`src/sv/cctlux_div_cell.sv`:
```
// ----------------------------------------------------------------------------
// cctlux_div_cell
// One restoring division step: compare, subtract and shift in a quotient bit.
// ----------------------------------------------------------------------------
module cctlux_div_cell #(
    parameter int LANES = 1,
    parameter int W     = 41,
    parameter int QW    = 22,
    parameter int SW    = 8
) (
    input  logic                         clk,
    input  logic                         rst_n,
    input  logic                         en,
    input  logic                         up_valid,
    input  logic [LANES-1:0][W-1:0]      up_rem,
    input  logic [W-1:0]                 up_dvs,
    input  logic [LANES-1:0][QW-1:0]     up_quot,
    input  logic [SW-1:0]                up_side,
    output logic                         dn_valid,
    output logic [LANES-1:0][W-1:0]      dn_rem,
    output logic [W-1:0]                 dn_dvs,
    output logic [LANES-1:0][QW-1:0]     dn_quot,
    output logic [SW-1:0]                dn_side
);

    logic                     valid_reg;
    logic [LANES-1:0][W-1:0]  rem_reg;
    logic [LANES-1:0][W-1:0]  rem_next;
    logic [W-1:0]             dvs_reg;
    logic [LANES-1:0][QW-1:0] quot_reg;
    logic [LANES-1:0][QW-1:0] quot_next;
    logic [SW-1:0]            side_reg;

    always_comb
    begin
        for (int l = 0; l < LANES; l++)
        begin
            if (up_rem[l] >= up_dvs)
            begin
                rem_next[l]  = up_rem[l] - up_dvs;
                quot_next[l] = {up_quot[l][QW-2:0], 1'b1};
            end
            else
            begin
                rem_next[l]  = up_rem[l];
                quot_next[l] = {up_quot[l][QW-2:0], 1'b0};
            end
        end
    end

    always_ff @(posedge clk or negedge rst_n)
    begin
        if (!rst_n)
        begin
            valid_reg <= 1'b0;
        end
        else if (en)
        begin
            valid_reg <= up_valid;
        end
    end

    always_ff @(posedge clk)
    begin
        if (en)
        begin
            rem_reg  <= rem_next;
            dvs_reg  <= up_dvs >> 1;
            quot_reg <= quot_next;
            side_reg <= up_side;
        end
    end

    assign dn_valid = valid_reg;
    assign dn_rem   = rem_reg;
    assign dn_dvs   = dvs_reg;
    assign dn_quot  = quot_reg;
    assign dn_side  = side_reg;

endmodule

```
`src/sv/cctlux_div_chain.sv`:
```
// ----------------------------------------------------------------------------
// cctlux_div_chain
// Row of division cells giving one quotient bit per cell, msb first.
// ----------------------------------------------------------------------------
module cctlux_div_chain #(
    parameter int LANES = 1,
    parameter int W     = 41,
    parameter int QW    = 22,
    parameter int SW    = 8
) (
    input  logic                     clk,
    input  logic                     rst_n,
    input  logic                     en,
    input  logic                     up_valid,
    input  logic [LANES-1:0][W-1:0]  up_rem,
    input  logic [W-1:0]             up_dvs,
    input  logic [SW-1:0]            up_side,
    output logic                     dn_valid,
    output logic [LANES-1:0][QW-1:0] dn_quot,
    output logic [SW-1:0]            dn_side
);

    logic                     valid_w [0:QW];
    logic [LANES-1:0][W-1:0]  rem_w   [0:QW];
    logic [W-1:0]             dvs_w   [0:QW];
    logic [LANES-1:0][QW-1:0] quot_w  [0:QW];
    logic [SW-1:0]            side_w  [0:QW];

    assign valid_w[0] = up_valid;
    assign rem_w[0]   = up_rem;
    assign dvs_w[0]   = up_dvs;
    assign quot_w[0]  = '0;
    assign side_w[0]  = up_side;

    for (genvar i = 0; i < QW; i++)
    begin : g_cell
        cctlux_div_cell #(
            .LANES (LANES),
            .W     (W),
            .QW    (QW),
            .SW    (SW)
        ) u_cell (
            .clk      (clk),
            .rst_n    (rst_n),
            .en       (en),
            .up_valid (valid_w[i]),
            .up_rem   (rem_w[i]),
            .up_dvs   (dvs_w[i]),
            .up_quot  (quot_w[i]),
            .up_side  (side_w[i]),
            .dn_valid (valid_w[i+1]),
            .dn_rem   (rem_w[i+1]),
            .dn_dvs   (dvs_w[i+1]),
            .dn_quot  (quot_w[i+1]),
            .dn_side  (side_w[i+1])
        );
    end

    assign dn_valid = valid_w[QW];
    assign dn_quot  = quot_w[QW];
    assign dn_side  = side_w[QW];

endmodule

```
`config.mk`:
```
export PLATFORM = sky130hd
export DESIGN_NAME = cctlux_div_chain
export DESIGN_NICKNAME = d
export VERILOG_FILES = /design/src/sv/cctlux_div_cell.sv /design/src/sv/cctlux_div_chain.sv
export SDC_FILE = /design/constraint.sdc
export NUM_CORES = 2
export LEC_CHECK = 0
export ABC_CLOCK_PERIOD_IN_PS = 5200
export BUFFER_PORTS_ARGS = -buffer_cell sky130_fd_sc_hd__buf_2
export CORE_ASPECT_RATIO = 1.4
export CORE_MARGIN = 2
export CORE_UTILIZATION = 64
export DETAILED_ROUTE_END_ITERATION = 16
export PLACE_DENSITY_LB_ADDON = 0.08
export SLEW_MARGIN = 10
export SYNTH_ARGS = -nofsm -noshare
export SYNTH_HDL_FRONTEND = slang
export SYNTH_SLANG_ARGS = --single-unit
```
`constraint.sdc`:
```
create_clock -name clk -period 5.2 [get_ports clk]
set_clock_uncertainty 0.2 [all_clocks]
set_input_delay 0.78 -clock clk [delete_from_list [all_inputs] [get_ports clk]]
set_output_delay 0.78 -clock clk [all_outputs]
set_load 0.02 [all_outputs]
```
After elaboration in Yosys (flattened, before gate mapping)
Cells that the tools add are included.
{"block": "op_classes", "n_lt_le_gt_ge": 22, "n_addsub": 21, "mux": 43}
{"op": "$mux 41", "n": 21}
{"op": "$ge 41x20->1", "n": 1}
{"op": "$ge 41x21->1", "n": 1}
{"op": "$ge 41x22->1", "n": 1}
{"op": "$ge 41x23->1", "n": 1}
{"op": "$ge 41x24->1", "n": 1}
{"op": "$ge 41x25->1", "n": 1}
{"op": "$ge 41x26->1", "n": 1}
{"op": "$ge 41x27->1", "n": 1}
{"op": "$ge 41x28->1", "n": 1}
{"op": "$ge 41x29->1", "n": 1}
{"op": "$ge 41x30->1", "n": 1}
{"op": "$ge 41x31->1", "n": 1}
{"op": "$ge 41x32->1", "n": 1}
{"op": "$ge 41x33->1", "n": 1}
{"op": "$ge 41x34->1", "n": 1}
{"op": "$ge 41x35->1", "n": 1}
{"op": "$ge 41x36->1", "n": 1}
{"op": "$ge 41x37->1", "n": 1}
{"op": "$ge 41x38->1", "n": 1}
{"op": "$ge 41x39->1", "n": 1}
{"op": "$ge 41x40->1", "n": 1}
{"op": "$ge 41x41->1", "n": 1}
{"op": "$sub 41x21->41", "n": 1}
{"op": "21 further kinds", "n": 42}
{"block": "word_totals", "out_inout_bits": 31, "input_bits": 94, "reg_bits": 1942, "word_cells": 194}

Logic depth before layout (Yosys ltp)
{"block": "depth", "ltp_word": 2, "ltp_mapped": 16, "depth_no_buf": 13}

By module
A second synthesis with hierarchy kept.
{"block": "unflattened", "cells_unflattened": 11785, "area_unflattened_um2": 138271.4}
{"mod": "cctlux_div_cell at g_cell[18].u_cell ...", "area_each_um2": 6407.4, "instances": 11, "seq_area_each_um2": 3358.2, "cells_per_inst": 518}
{"mod": "cctlux_div_cell at g_cell[11].u_cell ...", "area_each_um2": 6122.1, "instances": 7, "seq_area_each_um2": 3358.2, "cells_per_inst": 544}
{"mod": "cctlux_div_cell at g_cell[4].u_cell ...", "area_each_um2": 6326.1, "instances": 2, "seq_area_each_um2": 3358.2, "cells_per_inst": 597}
{"mod": "cctlux_div_cell at g_cell[0].u_cell ...", "area_each_um2": 6139.6, "instances": 2, "seq_area_each_um2": 3358.2, "cells_per_inst": 542}
{"mod": "cctlux_div_chain", "area_each_um2": 3.8, "instances": 1, "seq_area_each_um2": 0.0, "cells_per_inst": 1}

Least setup slack after synthesis
Ideal clock, no wire load.
{"block": "synth_timing", "path_type": "input-to-reg", "from": "in up_dvs[1]", "to": "reg g_cell[0].u_cell.rem_reg (netlist bit g_cell[0].u_cell.dn_rem[1]), data pin", "setup_ps": 267, "t_arrival_ps": 3409, "stages": 13, "path_buffers": 2, "path_slack_ps": 1324, "t_required_ps": 4733, "path_cell_list": "inv_1 > ha_1 > nor2b_1 > o31a_1 > o41ai_1 > a31o_2 > o211ai_1 > a31oi_1 > o21ai_1 > a21oi_1 > buf_2 > clkbuf_1 > o21ai_0"}
{"element": "from (decl)", "line_no": "cctlux_div_chain.sv:16", "source": "input logic [W-1:0] up_dvs,"}
{"element": "to (signal assigned)", "line_no": "cctlux_div_cell.sv:67", "source": "rem_reg <= rem_next;"}
{"element": "to (decl)", "line_no": "cctlux_div_cell.sv:27", "source": "logic [LANES-1:0][W-1:0] rem_reg;"}

==> qor_table.md <==
| Item | Value |
|:---|:---|
| Floorplan Core Area | 0.1659 mm² |
| Launching element type of the critical path | flip-flop |
| TritonCTS clock tree | built |
| Maximum capacitance violations | 0 |
| Time the final worst path needs with I/O delays and setup | 4923 ps |
| Boundary Pins | 125 |
| Netlist area before placement | 0.1066 mm² |
| Detail-routed via count per cell | 6.142 |
| Initial core utilization | 0.6426 |
| Worst supply voltage drop on vdd | 0.0004242 V |
| Depth of the CTS H-tree | 4 |
| Total Wirelength | 274.2 mm |
| Net count after synthesis | 10380 |
| Via count of the first global-routing pass | 78400 |
| Max Root-Sink Buffers | 3 |
| Clock transition at the registers of the reported paths | 60 ps |
| Largest net degree at the start of global routing | 120 |
| Std cell rows | 177 |
| Fin cells | 12180 |
| Most used DFF post-synth | edfxtp_1 |
| Actual slew at the worst max-slew pin | 1209 ps |
| Overflow after GRT | 0 |
| Period Utilization, post-route | 0.9468 |
| Sum of net half-perimeters after detailed placement | 206.6 mm |
| Area growth syn-to-layout | 10.25% |
| Clock latency on the worst-skew pair | 840 ps |
| Count of buffers from port buffering | 124 |
| Commonest non-fill, non-tap cells in the layout | edfxtp_1 (1920), inv_1 (849), a21oi_1 (799), nand2_1 (766), ha_1 (671) |
| Starting DRC count in detailed routing | 4855 |
| Number of nets in the finished design | 10640 |
| Main area contributors after synthesis | edfxtp_1 (54%), ha_1 (7.9%), a21oi_1 (3.8%) |
| Sum of negative setup slack | 0 ps |
| Router iterations before antenna repair | 6 |
| Unique cell type count in the Yosys netlist | 101 |
| RSZ-0062 raised after global routing | false |
| Post-CTS Setup Inserts | 0 |
| Antenna violations before repair | 13 |
| Register bit count reported by yosys | 1942 |
| Y dimension of the die | 486.9 µm |
| Clk Tree Root Cell | clkbuf_16 |
| Max Clk Rate | 203.1 MHz |
| Filler Cells Inserted | 11060 |
| Final setup fails | 0 |
| Kind of capture point of the worst setup path | flip-flop |
| Inserted Clock Buffers | 184 |
| Number of hold buffers added after CTS | 71 |
| Mean instance size in the synthesized netlist | 11.11 µm² |
| Synthesis Warnings | 0 |
| Fin. max-slew vios | 0 |
| Placed instance count | 11750 |
| Async set or reset register ratio after synthesis | 0.01133 |
| Register area share after synthesis | 0.5461 |
| Layout cell share with drive strength beyond 1 | 0.07974 |
| Post-synth top area share | 0.5409 |
| Synth Instances | 9592 |
| Area enclosed by the die boundary | 0.1699 mm² |
| Remaining max-slew budget at the tightest pin | 0.1735 |
| Post-cts sizing count | 0 |
| Width of the die | 348.9 µm |
| Post-detailed-route count of antenna-violating nets | 0 |
| GRT Resource Usage Total | 0.3178 |
| Routed wire length per instance | 22.51 µm |
| Outcome | finished, final reports clean |
| Startpoint-to-endpoint class of the critical path | flip-flop to flip-flop |
| Dominant cell type by area after synthesis | edfxtp_1 |
| Vias | 74820 |
| Post-synth EDFFs | 1920 |
| Sinks on the clock net | 1942 |
| DRC Markers | 0 |
| Required time worst endpoint | 5560 ps |
| Routability cong. | 1.031 |
| WP data arrival | 5290 ps |
| Pleak | 46.81 nW |
| Wire length of the first global-routing pass | 412.1 mm |
| Worst min path class | input port to flip-flop |
| Power per standard cell area | 578.4 mW/mm² |
| Hold Fails Final Rpt | 0 |
| Commonest non-fill, non-tap cell in the layout | edfxtp_1 |
| Critical-path maximum fanout | 8 |
==> final timing paths <==
check,startpoint,endpoint,slack [ps],cells after the start
hold / removal,up_rem[30],g_cell[0].u_cell.dn_rem[30],60,3
max in group asynchronous,rst_n,g_cell[16].u_cell.dn_valid,4230,2
hold reg to reg,g_cell[20].u_cell.dn_side[3],g_cell[21].u_cell.dn_side[3],200,0
min in group asynchronous,rst_n,g_cell[1].u_cell.dn_valid,240,2
setup / recovery,g_cell[19].u_cell.dn_rem[19],g_cell[20].u_cell.dn_rem[24],280,10
setup reg to reg,g_cell[19].u_cell.dn_rem[19],g_cell[20].u_cell.dn_rem[24],280,10
==> final cells by class <==
cell class	count	area (µm²)	share of cell area
diodes	25	62.56	0.0005323
clock buffers	219	4767	0.04056
clock inverters	119	1459	0.01241
inverters	853	3202	0.02724
multi-input cells	6522	44220	0.3762
flip-flops and latches	1942	58210	0.4953
well taps	2148	2688	0.02287
repair buffers	353	2920	0.02485
==> state kept, by name, indices dropped and copies added (netlist names) <==
| register | cells |
|---|---|
| g_cell.u_cell.dn_rem | 861 |
| g_cell.u_cell.dn_quot | 253 |
| g_cell.u_cell.dn_dvs | 630 |
| g_cell.u_cell.dn_side | 176 |
| g_cell.u_cell.dn_valid | 22 |
==> cell families after synthesis <==
group	share of synthesized area
adders and majority gates	0.08271
AOI/OAI and AO/OA	0.1447
and+or+nand+nor	0.1091
buffers and inverters	0.04034
DFF	0.5461
muxes	0.01391
xor gates and xnor gates	0.06319
==> report_power, final <==
part | total (mW) | internal (mW) | switching [mW]
registers | 24.8 | 22.6 | 2.19
clock network | 13.9 | 7.83 | 6.05
logic | 29.3 | 11.9 | 17.4
==> through the flow <==
step | setup slack, ps | hold slack [ps] | instance area (µm²) | util | power, mW
after global placement | 593.0 | 200.1 | 110500 | 0.6663 | 52.36
after floorplan | 1324 | 200.3 | 106600 | - | 45.04
after global routing | 267.3 | 39.14 | 117500 | 0.7085 | 71.59
final | 276.6 | 58.53 | 117500 | 0.7085 | 67.97
after CTS | 478.6 | 0.2128 | 117500 | 0.7081 | 67.47
after detailed placement | 520.0 | 204.5 | 110500 | 0.6663 | 53.47
==> metal layers <==
metal | vias up | global-route usage | share of wire
met5 | - | 0 | 0.000058
met4 | 2 | 0.3236 | 0.12
met3 | 1102 | 0.03921 | 0.031
met2 | 2216 | 0.6563 | 0.58
met1 | 35830 | 0.2282 | 0.27
li1 | 35670 | - | -
==> cell usage after synthesis (all sizes together), types with 29 or more instances <==
master  instances
a21boi         29
edfxtp       1920
nand2         769
nor3          167
nand3         147
a21oi         803
o31ai          48
mux2          123
nand2b         94
a211oi         46
o21bai         92
or3            50
o21ai         671
xor2          386
buf            47
ha            671
a21o          328
and2           41
o211ai         53
nor2b         102
a31oi          92
nor4           82
nand4         150
and3           77
inv           853
clkbuf        228
nor2          598
xnor2         383
or4            32
or2            36
o21a           93
==> worst max-delay path: stages, from the launching register on <==
cell	delay (ps)
edfxtp_1	400
ha_1	390
nand3_1	140
nor2_1	700
nand4_1	740
o211ai_1	640
nor3b_1	100
a22oi_1	440
nand2_1	370
nor4_1	380
xor2_1	140
No activity file was read; power rests on OpenSTA's default activity.
